$ cat config.mk
export PLATFORM = sky130hd
export DESIGN_NAME = block_buffer_cache_controller_top
export DESIGN_NICKNAME = d
export VERILOG_FILES = /design/src/hw/rtl/bbcc_pkg.sv /design/src/hw/rtl/block_buffer_cache_controller_top.sv /design/src/hw/rtl/bbcc_ram.sv
export SDC_FILE = /design/constraint.sdc
export NUM_CORES = 1
export LEC_CHECK = 0
export ABC_AREA = 1
export BUFFER_PORTS_ARGS = -buffer_cell sky130_fd_sc_hd__buf_2
export CORE_MARGIN = 2
export CORE_UTILIZATION = 40
export CTS_BUF_LIST = sky130_fd_sc_hd__clkbuf_2
export CTS_CLUSTER_DIAMETER = 100
export DETAILED_ROUTE_END_ITERATION = 7
export SLEW_MARGIN = 0
export SYNTH_ARGS = -nofsm -noshare
export SYNTH_HDL_FRONTEND = slang
export SYNTH_SLANG_ARGS = --single-unit
$ cat constraint.sdc
create_clock -name clk_i -period 3.8 [get_ports clk_i]
set_clock_uncertainty 0.15 [all_clocks]
set_input_delay 0.19 -clock clk_i [delete_from_list [all_inputs] [get_ports clk_i]]
set_output_delay 0.19 -clock clk_i [all_outputs]
set_load 0.02 [all_outputs]
$ cat src/hw/rtl/bbcc_pkg.sv
`timescale 1ns / 1ps
package bbcc_pkg;
  localparam int unsigned DefaultEntries = 16;
  localparam int unsigned ResultLimit = 16;

  typedef enum logic [2:0] {
    OpGet = 3'd0,
    OpRelease = 3'd1,
    OpMarkDirty = 3'd2,
    OpFlush = 3'd3,
    OpFillFailed = 3'd4
  } op_e;

  typedef enum logic [1:0] {
    KindGrant = 2'd0,
    KindWrite = 2'd1,
    KindRead = 2'd2,
    KindDone = 2'd3
  } kind_e;

  typedef enum logic [2:0] {
    StIdle,
    StHitScan,
    StFreeScan,
    StMissEmit,
    StFlushScan,
    StEmit,
    StSingle
  } state_e;
endpackage

$ cat src/hw/rtl/block_buffer_cache_controller_top.sv
`timescale 1ns / 1ps
// A get walks both memories one slot a cycle, first for a hit and then for a free slot;
// a flush walks them for dirty slots. One item is in work at a time, and the next is
// taken only after the last result of the one before; output stalls hold the flow.
// Reset clears control state and the valid and dirty flags; counts read as zero while invalid.
module block_buffer_cache_controller_top
  import bbcc_pkg::*;
#(
  parameter int unsigned Entries = DefaultEntries
) (
  input  logic        clk_i,
  input  logic        rst_ni,
  input  logic        cfg_valid_i,
  output logic        cfg_ready_o,
  input  logic [3:0]  cfg_data_i,
  input  logic        s_axis_tvalid_i,
  output logic        s_axis_tready_o,
  // Fields from bit 0: operation[2:0], block_number[34:3], slot[38:35], zero fill.
  input  logic [39:0] s_axis_tdata_i,
  output logic        m_axis_tvalid_o,
  input  logic        m_axis_tready_i,
  // Fields from bit 0: result_slot[3:0], result_block[35:4].
  output logic [39:0] m_axis_tdata_o,
  // Field: kind[1:0].
  output logic [1:0]  m_axis_tuser_o,
  output logic        m_axis_tlast_o
);
  localparam int unsigned Aw = $clog2(Entries);
  localparam int unsigned Cw = $clog2(Entries + 1);

  // The victim register reduced modulo Entries, one entry per register value.
  function automatic logic [16*Aw-1:0] victim_map();
    logic [16*Aw-1:0] m;
    m = '0;
    for (int v = 0; v < 16; v++) m[v*Aw +: Aw] = Aw'(32'(v) % Entries);
    return m;
  endfunction
  localparam logic [16*Aw-1:0] VictimMap = victim_map();

  // Valid and dirty flags are flip-flops with reset; tags and counts live in RAMs.
  // A count is only trusted while its slot is valid, so the count RAM needs no clearing.
  logic [Entries-1:0] valid_q, dirty_q;
  logic [3:0] victim_q;

  state_e state_q, state_d;
  logic [2:0]  op_q;
  logic [31:0] blk_q;
  logic [3:0]  slot_q;
  logic [Cw-1:0] idx_q, idx_d;
  logic [Aw-1:0] pick_q;
  logic        found_q;
  logic [4:0]  nwb_q;
  logic [1:0]  step_q;

  // Output register.
  logic        ov_q;
  logic [1:0]  okind_q;
  logic [3:0]  oslot_q;
  logic [31:0] oblk_q;
  logic        olast_q;

  logic          ram_we;
  logic [Aw-1:0] ram_waddr, ram_raddr;
  logic [31:0]   ram_rdata;
  logic [Aw-1:0] rd_slot_q;

  // Both memories share the read address. Every count write lands before the next
  // item is taken, so a read never overlaps a pending write to the same slot.
  logic          cnt_we;
  logic [Aw-1:0] cnt_waddr;
  logic [7:0]    cnt_wdata;
  logic [7:0]    cnt_rdata;

  bbcc_ram #(.Width(32), .Depth(Entries)) u_tag (
    .clk_i, .we_i(ram_we), .waddr_i(ram_waddr), .wdata_i(blk_q),
    .raddr_i(ram_raddr), .rdata_o(ram_rdata)
  );

  bbcc_ram #(.Width(8), .Depth(Entries)) u_cnt (
    .clk_i, .we_i(cnt_we), .waddr_i(cnt_waddr), .wdata_i(cnt_wdata),
    .raddr_i(ram_raddr), .rdata_o(cnt_rdata)
  );

  wire [2:0]  in_op   = s_axis_tdata_i[2:0];
  wire [31:0] in_blk  = s_axis_tdata_i[34:3];
  wire [3:0]  in_slot = s_axis_tdata_i[38:35];
  wire in_acc = s_axis_tvalid_i && s_axis_tready_o;
  wire out_free = !ov_q || m_axis_tready_i;

  assign s_axis_tready_o = (state_q == StIdle);
  assign cfg_ready_o = 1'b1;
  assign m_axis_tvalid_o = ov_q;
  assign m_axis_tuser_o = okind_q;
  assign m_axis_tlast_o = olast_q;
  assign m_axis_tdata_o = {4'd0, oblk_q, oslot_q};

  wire idx_in = (idx_q < Cw'(Entries));
  wire [Aw-1:0] idx_a = idx_in ? idx_q[Aw-1:0] : '0;
  // Data read last cycle belongs to rd_slot_q.
  wire rd_hit = valid_q[rd_slot_q] && (ram_rdata == blk_q);
  wire [7:0] cnt_cur = valid_q[rd_slot_q] ? cnt_rdata : 8'd0;
  wire free_now = (idx_q != '0) && (cnt_cur == 8'd0);
  wire slot_ok = (32'(slot_q) < Entries);
  wire [Aw-1:0] slot_a = Aw'(slot_q);
  wire [Aw-1:0] victim_a = VictimMap[32'(victim_q) * Aw +: Aw];

  logic emit;
  logic [1:0] ekind;
  logic [3:0] eslot;
  logic [31:0] eblk;
  logic elast;

  always_comb begin
    state_d = state_q;
    idx_d = idx_q;
    ram_raddr = idx_a;
    ram_we = 1'b0;
    ram_waddr = pick_q;
    cnt_we = 1'b0;
    cnt_waddr = pick_q;
    cnt_wdata = 8'd1;
    emit = 1'b0;
    ekind = KindDone;
    eslot = slot_q;
    eblk = '0;
    elast = 1'b1;
    unique case (state_q)
      StIdle: begin
        // A single-slot item finds the count of its slot ready in the next cycle.
        ram_raddr = Aw'(in_slot);
        if (in_acc) begin
          idx_d = '0;
          priority case (in_op)
            OpGet: state_d = StHitScan;
            OpFlush: state_d = StFlushScan;
            default: state_d = StSingle;
          endcase
        end
      end
      StHitScan: begin
        // idx_q is the address being read; rd_slot_q's data is valid once idx_q>0.
        if (idx_q != '0 && rd_hit) begin
          // Keep the matching slot addressed while the output is busy.
          ram_raddr = rd_slot_q;
          if (out_free) begin
            emit = 1'b1;
            ekind = KindGrant;
            eslot = 4'(rd_slot_q);
            eblk = blk_q;
            cnt_we = (cnt_cur != 8'hff);
            cnt_waddr = rd_slot_q;
            cnt_wdata = cnt_cur + 8'd1;
            state_d = StIdle;
          end
        end else if (idx_q == Cw'(Entries)) begin
          state_d = StFreeScan;
          idx_d = '0;
        end else begin
          idx_d = idx_q + 1'b1;
        end
      end
      StFreeScan: begin
        // Counts are read one slot per cycle; the first zero count wins.
        if (idx_q == Cw'(Entries)) begin
          // Address the chosen slot so its old tag is ready for the write-back.
          if (found_q) begin
            ram_raddr = pick_q;
          end else if (free_now) begin
            ram_raddr = rd_slot_q;
          end else begin
            ram_raddr = victim_a;
          end
          state_d = StMissEmit;
        end else begin
          idx_d = idx_q + 1'b1;
        end
      end
      StMissEmit: begin
        ram_raddr = pick_q;
        if (out_free) begin
          emit = 1'b1;
          eslot = 4'(pick_q);
          elast = 1'b0;
          if (step_q == 2'd0 && valid_q[pick_q] && dirty_q[pick_q]) begin
            ekind = KindWrite;
            eblk = ram_rdata;
          end else if (step_q != 2'd2) begin
            ekind = KindRead;
            eblk = blk_q;
          end else begin
            ekind = KindGrant;
            eblk = blk_q;
            elast = 1'b1;
            ram_we = 1'b1;
            cnt_we = 1'b1;
            state_d = StIdle;
          end
        end
      end
      StFlushScan: begin
        // Address idx_q read now; data for rd_slot_q checked when idx_q>0.
        if (idx_q != '0 && valid_q[rd_slot_q] && dirty_q[rd_slot_q]
            && nwb_q < 5'(ResultLimit)) begin
          // Hold the dirty slot addressed so its tag is read for the write-back.
          ram_raddr = rd_slot_q;
          state_d = StEmit;
        end else if (idx_q == Cw'(Entries) || !idx_in) begin
          if (out_free) begin
            if (nwb_q == '0) begin
              emit = 1'b1;
              eslot = '0;
              state_d = StIdle;
            end else begin
              // Final write-back waits in the hold register and is loaded into the
              // output register now, with last set.
              state_d = StIdle;
            end
          end
        end else begin
          idx_d = idx_q + 1'b1;
        end
      end
      StEmit: begin
        ram_raddr = rd_slot_q;
        if (out_free) begin
          emit = 1'b1;
          ekind = KindWrite;
          eslot = 4'(rd_slot_q);
          eblk = ram_rdata;
          elast = 1'b0;
          state_d = StFlushScan;
          idx_d = Cw'(rd_slot_q) + 1'b1;
        end
      end
      StSingle: begin
        ram_raddr = slot_a;
        if (out_free) begin
          emit = 1'b1;
          state_d = StIdle;
          cnt_waddr = slot_a;
          if (slot_ok && op_q == OpRelease && cnt_cur != 8'd0) begin
            cnt_we = 1'b1;
            cnt_wdata = cnt_cur - 8'd1;
          end else if (slot_ok && op_q == OpFillFailed) begin
            cnt_we = 1'b1;
            cnt_wdata = 8'd0;
          end
        end
      end
      default: state_d = StIdle;
    endcase
  end

  // A flush holds its newest write-back until it knows whether another follows,
  // so last can be set on the real final one.
  logic        hold_q;
  logic [3:0]  hslot_q;
  logic [31:0] hblk_q;
  logic        ov_set;

  assign ov_set = (emit && (state_q != StEmit || hold_q))
               || (state_q == StFlushScan && state_d == StIdle && nwb_q != '0);

  always_ff @(posedge clk_i or negedge rst_ni) begin
    if (!rst_ni) begin
      state_q <= StIdle;
      valid_q <= '0;
      dirty_q <= '0;
      victim_q <= '0;
      ov_q <= 1'b0;
      hold_q <= 1'b0;
      idx_q <= '0;
      found_q <= 1'b0;
      pick_q <= '0;
      nwb_q <= '0;
      step_q <= '0;
      rd_slot_q <= '0;
    end else begin
      state_q <= state_d;
      idx_q <= idx_d;
      rd_slot_q <= ram_raddr;
      if (cfg_valid_i) victim_q <= cfg_data_i;
      if (ov_set) begin
        ov_q <= 1'b1;
      end else if (m_axis_tready_i) begin
        ov_q <= 1'b0;
      end
      if (in_acc) begin
        op_q <= in_op;
        blk_q <= in_blk;
        slot_q <= in_slot;
        found_q <= 1'b0;
        nwb_q <= '0;
        step_q <= '0;
        hold_q <= 1'b0;
      end
      if (state_q == StFreeScan && !found_q) begin
        if (free_now) begin
          found_q <= 1'b1;
          pick_q <= rd_slot_q;
        end else if (idx_q == Cw'(Entries)) begin
          pick_q <= victim_a;
        end
      end
      if (state_q == StFlushScan && state_d == StIdle && nwb_q != '0) begin
        okind_q <= KindWrite;
        oslot_q <= hslot_q;
        oblk_q <= hblk_q;
        olast_q <= 1'b1;
        hold_q <= 1'b0;
      end
      if (emit) begin
        if (state_q == StEmit) begin
          if (hold_q) begin
            okind_q <= KindWrite;
            oslot_q <= hslot_q;
            oblk_q <= hblk_q;
            olast_q <= 1'b0;
          end
          hold_q <= 1'b1;
          hslot_q <= eslot;
          hblk_q <= eblk;
          nwb_q <= nwb_q + 1'b1;
          dirty_q[rd_slot_q] <= 1'b0;
        end else begin
          okind_q <= ekind;
          oslot_q <= eslot;
          oblk_q <= eblk;
          olast_q <= elast;
        end
        if (state_q == StMissEmit) begin
          step_q <= (ekind == KindWrite) ? 2'd1 : 2'd2;
          if (ekind == KindGrant) begin
            valid_q[pick_q] <= 1'b1;
            dirty_q[pick_q] <= 1'b0;
          end
        end
        if (state_q == StSingle && slot_ok) begin
          unique case (op_q)
            OpMarkDirty: dirty_q[slot_a] <= 1'b1;
            OpFillFailed: begin
              valid_q[slot_a] <= 1'b0;
              dirty_q[slot_a] <= 1'b0;
            end
            default: ;
          endcase
        end
      end
    end
  end
endmodule

$ cat src/hw/rtl/bbcc_ram.sv
`timescale 1ns / 1ps
module bbcc_ram #(
  parameter int unsigned Width = 8,
  parameter int unsigned Depth = 16
) (
  input  logic                     clk_i,
  input  logic                     we_i,
  input  logic [$clog2(Depth)-1:0] waddr_i,
  input  logic [Width-1:0]         wdata_i,
  input  logic [$clog2(Depth)-1:0] raddr_i,
  output logic [Width-1:0]         rdata_o
);
  logic [Width-1:0] mem_q [Depth];

  always_ff @(posedge clk_i) begin
    if (we_i) begin
      mem_q[waddr_i] <= wdata_i;
    end
    rdata_o <= mem_q[raddr_i];
  end
endmodule

* Yosys cells after proc, flatten, opt, wreduce, memory -nomap -nowiden *
Memory sizes are Yosys's and may differ from the RTL's. A register that Yosys moved wholly into a read port is not among the register bits.
Index checks and enable logic that the tools add are counted.
W data, S select, Z words.

operators by class
  $add $sub $neg = 5
  magnitude comparators = 8
  eq/ne operators = 22
  shift-type cells = 1
  mux-type cells = 143
  bitwise operators = 9
  reductions and logical operators = 42

operator list
  kind                       count
  $mux W32                   9
  $mux W16                   11
  $pmux W32 S3               1
  $mux W4                    22
  $and A16 B16 Y16           4
  $shiftx A64 B7 Y4 const A  1
  $mux W5                    10
  $not A16 Y16               3
  $mux W1                    42
  $mux W8                    5
  $mux W3                    11
  $eq A32 B32 Y1             1
  $or A16 B16 Y16            2
  $pmux W16 S2               1
  $mux W2                    14
  $pmux W4 S7                1
  $pmux W5 S5                1
  $pmux W3 S7                1
  $logic_and A1 B1 Y1        17
  $bmux W1 S4                4
  $pmux W4 S4                1
  $pmux W8 S2                1
  $lt A4 B5 Y1 const B       3
  $reduce_bool A5 Y1         3
  other kinds (32)           61

storage, ports and cells
  register bits after elaboration = 176
  memory bits (writable) = 640
  bits of input ports = 49
  output and inout port bits = 46
  word-level logic and storage cells = 253
  memories kept = 2

memories
  name         words  bits a word  read ports  clocked after Yosys merged registers in  wr ports  RTL line        source
  u_tag.mem_q  16     32           1           1                                        1         bbcc_ram.sv:13  logic [Width-1:0] mem_q [Depth];
  u_cnt.mem_q  16     8            1           1                                        1         bbcc_ram.sv:13

* Longest topological paths before layout *
  depth in word-level cells = 15
  depth in mapped cells = 29
  gate-level depth less buffers = 25

* By module *
Synthesis repeated with hierarchy kept, for this count alone.

unflattened totals
  cell total of the unflattened synthesis = 4409
  area total of the unflattened synthesis = 40548.9 µm²

by module, submodules not included
  module                             instances  cells an instance  area an instance (µm²)
  bbcc_ram (u_tag)                   1          2120               22730.6
  block_buffer_cache_controller_top  1          1738               12047.8
  bbcc_ram (u_cnt)                   1          551                5770.5

* Worst setup path after synthesis *
Ideal clock, no wire load.

  kind = register to register
  from = register state_q[1]
  to = register hblk_q[0], enable pin
  arrival time = 3.134 ns
  setup slack = 0.087 ns
  cell stages (with the launch flop) = 11
  buffers on the path = 3
  clock period less this slack = 3.713 ns
  cell sequence = dfrtp_1 buf_2 nor2_1 inv_1 nor2_1 inv_2 nor2_1 inv_1 clkbuf_1 clkbuf_1 nor2_1

on the way
  cells in the longest elaborated chain, start to end = 4
  elaborated cells between the ends (all ways) = 8

ends and longest elaborated chain
  item                                    RTL line                                                                            source
  start: declaration                      block_buffer_cache_controller_top.sv:45                                             state_e state_q, state_d;
  start signal: assignment                block_buffer_cache_controller_top.sv:266                                            state_q <= StIdle;
  start signal: assignment                block_buffer_cache_controller_top.sv:279                                            state_q <= state_d;
  $eq A3 B3 Y1 (tied with other cells)    block_buffer_cache_controller_top.sv:127, block_buffer_cache_controller_top.sv:313
  $reduce_or A3 Y1 (no source line)       n/a
  $pmux W1 S3                             block_buffer_cache_controller_top.sv:127                                            unique case (state_q)
  $reduce_and A3 Y1 (no source line) (*)  n/a
  end signal: assignment                  block_buffer_cache_controller_top.sv:322                                            hblk_q <= eblk;
  end: declaration                        block_buffer_cache_controller_top.sv:258                                            logic [31:0] hblk_q;

Every way passes the cells marked *; elsewhere a longest branch is shown, timed or not.
A chain may end at the register's enable or synchronous reset.

* Worst setup path after layout *
  from = register blk_q[26]
  to = memory u_cnt.mem_q[24][7], in the netlist u_cnt.mem_q[6][7], enable pin

on the way
  cells in the longest elaborated chain, start to end = 7
  elaborated cells between the ends (all ways) = 9

ends and longest elaborated chain
  item                           RTL line                                  source
  start: declaration             block_buffer_cache_controller_top.sv:47   logic [31:0] blk_q;
  start signal: assignment       block_buffer_cache_controller_top.sv:290  blk_q <= in_blk;
  $eq A32 B32 Y1 (*)             block_buffer_cache_controller_top.sv:100  wire rd_hit = valid_q[rd_slot_q] && (ram_rdata == blk_q);
  $logic_and A1 B1 Y1 (*)        block_buffer_cache_controller_top.sv:100
  $logic_and A1 B1 Y1 (*)        block_buffer_cache_controller_top.sv:142  if (idx_q != '0 && rd_hit) begin
  $mux W1                        block_buffer_cache_controller_top.sv:142
  $pmux W1 S3                    block_buffer_cache_controller_top.sv:127
  $mux W1                        bbcc_ram.sv:16                            if (we_i) begin
  $mux W1 (implied by the code)  bbcc_ram.sv:17                            mem_q[waddr_i] <= wdata_i;
  end: declaration               bbcc_ram.sv:13

Marked as above.

==> impl_metrics.toml <==
[power]
power_uw = 37900
p_per_area_nw_per_um2 = 779
leakagePower_uw = 0.0206
peakVddDrop_mv = 0.466

[clock_tree]
cts-buffers-inserted = 212
cts_htree_levels = 4
cts_tree = "yes"
clk_latency_ns = 1.55
cts_root_buffer = "clkbuf_2"
clk_path_buf_depth = 3
clock-sinks = 856
clkTransAtPathRegs_ns = 0.10

[logic_synthesis]
synth_cells = 4028
synth_ff_type = "edfxtp_1"
synth_cell_type_count = 54
synth_top_area_share = 0.566
synth_seq_cells = 856
synthTopCellsByArea = "edfxtp_1 57%, nand3_1 9.7%, inv_1 6.5%"
avgSynthCellArea_um2 = 9.94
synthArstFlopShare = 0.0724
seq_area_frac_synth = 0.624
synth_area_um2 = 40000
synth.most_common_cell = "nand3_1"
yosys_warnings = 0
synthTopCellsByCount = "777 x nand3_1, 754 x edfxtp_1, 694 x inv_1"
synth_edf_count = 754
synth_largest_area_cell = "edfxtp_1"

[detailed_routing]
wl_um = 123000
first_pass_iters = 6
vias_per_cell = 5.26
wl_per_cell_um = 20.3
drt_iter0_markers = 3356
vias = 31900
drc = 0
final_antenna_net_count = 0

[critical_path]
path_common_cell = "buf_4"
rrSetupSlack_ns = 0.13
path_max_fanout = 8
path_cells = "xnor2_1 -> buf_4 -> nand2_1 -> nor4_2 -> buf_4 -> nand2_1 -> nor2_4 -> nand2_2 -> nor2_1 -> buf_4 -> o221ai_1 -> a22oi_1 -> buf_4 -> nand3_1 -> buf_4 -> nor2_1 -> buf_4"
path_class = "flop to flop"
critPathLaunchType = "flop"
required_ns = 4.83
crit_family = "simple AND/OR/NAND/NOR gates"
crit_path_end_kind = "flop"
worstPathArrival_ns = 4.70
critPathBufInv = 6
critPathMaxStageDelay_ns = 0.43
cp_slowest_cell = "edfxtp_1"

[run_status]
outcome = "complete, no violations"

[floorplan]
die_area_um2 = 103000
dieHeight_um = 320
coreArea_um2 = 99700
rows = 116
initial_core_util = 0.401
pin_count = 95
die_w_um = 320

[placement]
io_buffers = 88
dp.cells = 5470
gp_congestion = 0.949
dpl_cell_area_um2 = 44000
dp_hpwl_um = 72600

[sta]
max_freq_mhz = 273
hold_violations = 0
drv_slew = 0
max_slew_margin = 0.218
finalCriticalPeriod_ns = 3.67
finalCritPeriodShare = 0.965
setup_viol = 0
worstMarginPinSlew_ns = 1.16

[cells_and_area]
layout.nets = 4642
syn_to_final_growth_pct = 21.6
instances_no_fill = 6062
design_area_um2 = 48700
fin_util = 0.488
drive_gt1_frac = 0.183

[global_route]
first_global_vias = 30200
track_usage = 0.232
grt_pass1_wl_um = 181000
grt_overflow = 0
grt_max_degree = 91
antenna_found_initial = 6

[hold_path]
min_path_type = "input pin to flop"

[flow_run]
maxCapViolCount = 0
[kinds of logic (layout without fill, tap and decap cells)]
kind of cell,Yosys count,count (layout),synth area share
other,2,11,0.000188
XOR/XNOR,15,15,0.00328
flip-flops,856,856,0.624
multiplexers,3,3,0.000813
AND/OR/NAND/NOR,1785,1785,0.210
adder cells (fa/ha/maj),10,10,0.00313
AO/OA/AOI/OAI,418,418,0.0626
buffers and inverters,939,1666,0.0956
[worst reg2reg max path: stages (launching register included)]
cell and delay (ns):
edfxtp_1 0.43, xnor2_1 0.19, buf_4 0.16, nand2_1 0.07, nor4_2 0.27, buf_4 0.14, nand2_1 0.07, nor2_4 0.21
nand2_2 0.11, nor2_1 0.20, buf_4 0.17, o221ai_1 0.09, a22oi_1 0.27, buf_4 0.20, nand3_1 0.08, buf_4 0.17
nor2_1 0.11, buf_4 0.20
[layer usage]
metal | GRT usage | up-vias | share of wire | wire length, um
met5 | 0 | - | 0.000057 | 7
met3 | 0.0397 | 222 | 0.085 | 10500
li1 | - | 15000 | - | -
met1 | 0.324 | 15300 | 0.43 | 52500
met4 | 0.0873 | 2 | 0.028 | 3410
met2 | 0.364 | 1428 | 0.46 | 56800
[path summary, 6_finish.rpt]
check | cells past startpoint | end | startpoint
worst max-delay path | 17 | u_cnt.mem_q[6][7] | blk_q[26]
worst min-delay path | 4 | blk_q[17] | s_axis_tdata_i[20]
worst max register to register | 17 | u_cnt.mem_q[6][7] | blk_q[26]
worst min register to register | 2 | dirty_q[6] | dirty_q[6]
max in group asynchronous | 7 | rd_slot_q[0] | rst_ni
min in group asynchronous | 6 | state_q[0] | rst_ni
[power by group]
| group | total (uW) | internal (uW) | leakage (uW) | switching [uW] |
|---|---|---|---|---|
| Sequential | 11700 | 11100 | 0.00792 | 583 |
| Clock | 6440 | 2550 | 0.00152 | 3890 |
| Combinational | 19800 | 7840 | 0.0112 | 12000 |
| Total | 37900 | 21500 | 0.0206 | 16400 |
[cell usage in the layout, fill, tap and decap left out, types with 64 or more instances in the layout]
cell and count:
nand3_1 761, edfxtp_1 754, inv_1 670, nand2_1 588, clkbuf_2 315, buf_4 240
o21ai_0 193, nor2_1 181, nand3b_1 160, dlygate4sd3_1 145, buf_2 87, buf_12 64
[area by class of cell]
type                            count  area (um2)
Sequential cell                   856       25000
Fill cell                        9178       51000
Clock buffer                      315        1580
Timing Repair Buffer              576        5800
Clock inverter                     74         453
Multi-Input combinational cell   2236       11600
Antenna cell                        6        15.0
Tap cell                         1298        1620
Inverter                          701        2640
[flip-flops by register name (all words and copies together) (netlist names), 5 cells and up]
| register | cells |
|---|---|
| nwb_q | 5 |
| u_tag.rdata_o | 32 |
| blk_q | 32 |
| valid_q | 16 |
| oblk_q | 32 |
| dirty_q | 16 |
| u_cnt.rdata_o | 8 |
| hblk_q | 32 |
| u_cnt.mem_q | 128 |
| u_tag.mem_q | 512 |
| idx_q | 5 |
[timing repair]
item | in CTS | in global routing
endpoints found under the setup margin | 134 | 205
resized for setup | 10 | 81
endpoints found under the hold margin | 662 | 0
hold buffers | 146 | 0
buffers inserted | 5 | 30
cloned | 0 | 18
pin swaps | 3 | 33
[metrics by stage]
stage | TNS, ns | worst slack (ns) | hold slack, ns
global placement | -0.0631 | -0.0367 | -0.0119
detailed placement | -0.203 | -0.0473 | -0.00877
finish | 0 | 0.133 | 0.302
global route | -0.0801 | -0.0273 | 0.222
floorplan | 0 | 0.0871 | -0.256
CTS | 0 | 0.00371 | 0.148
Power figures use the tool's default switching activity.
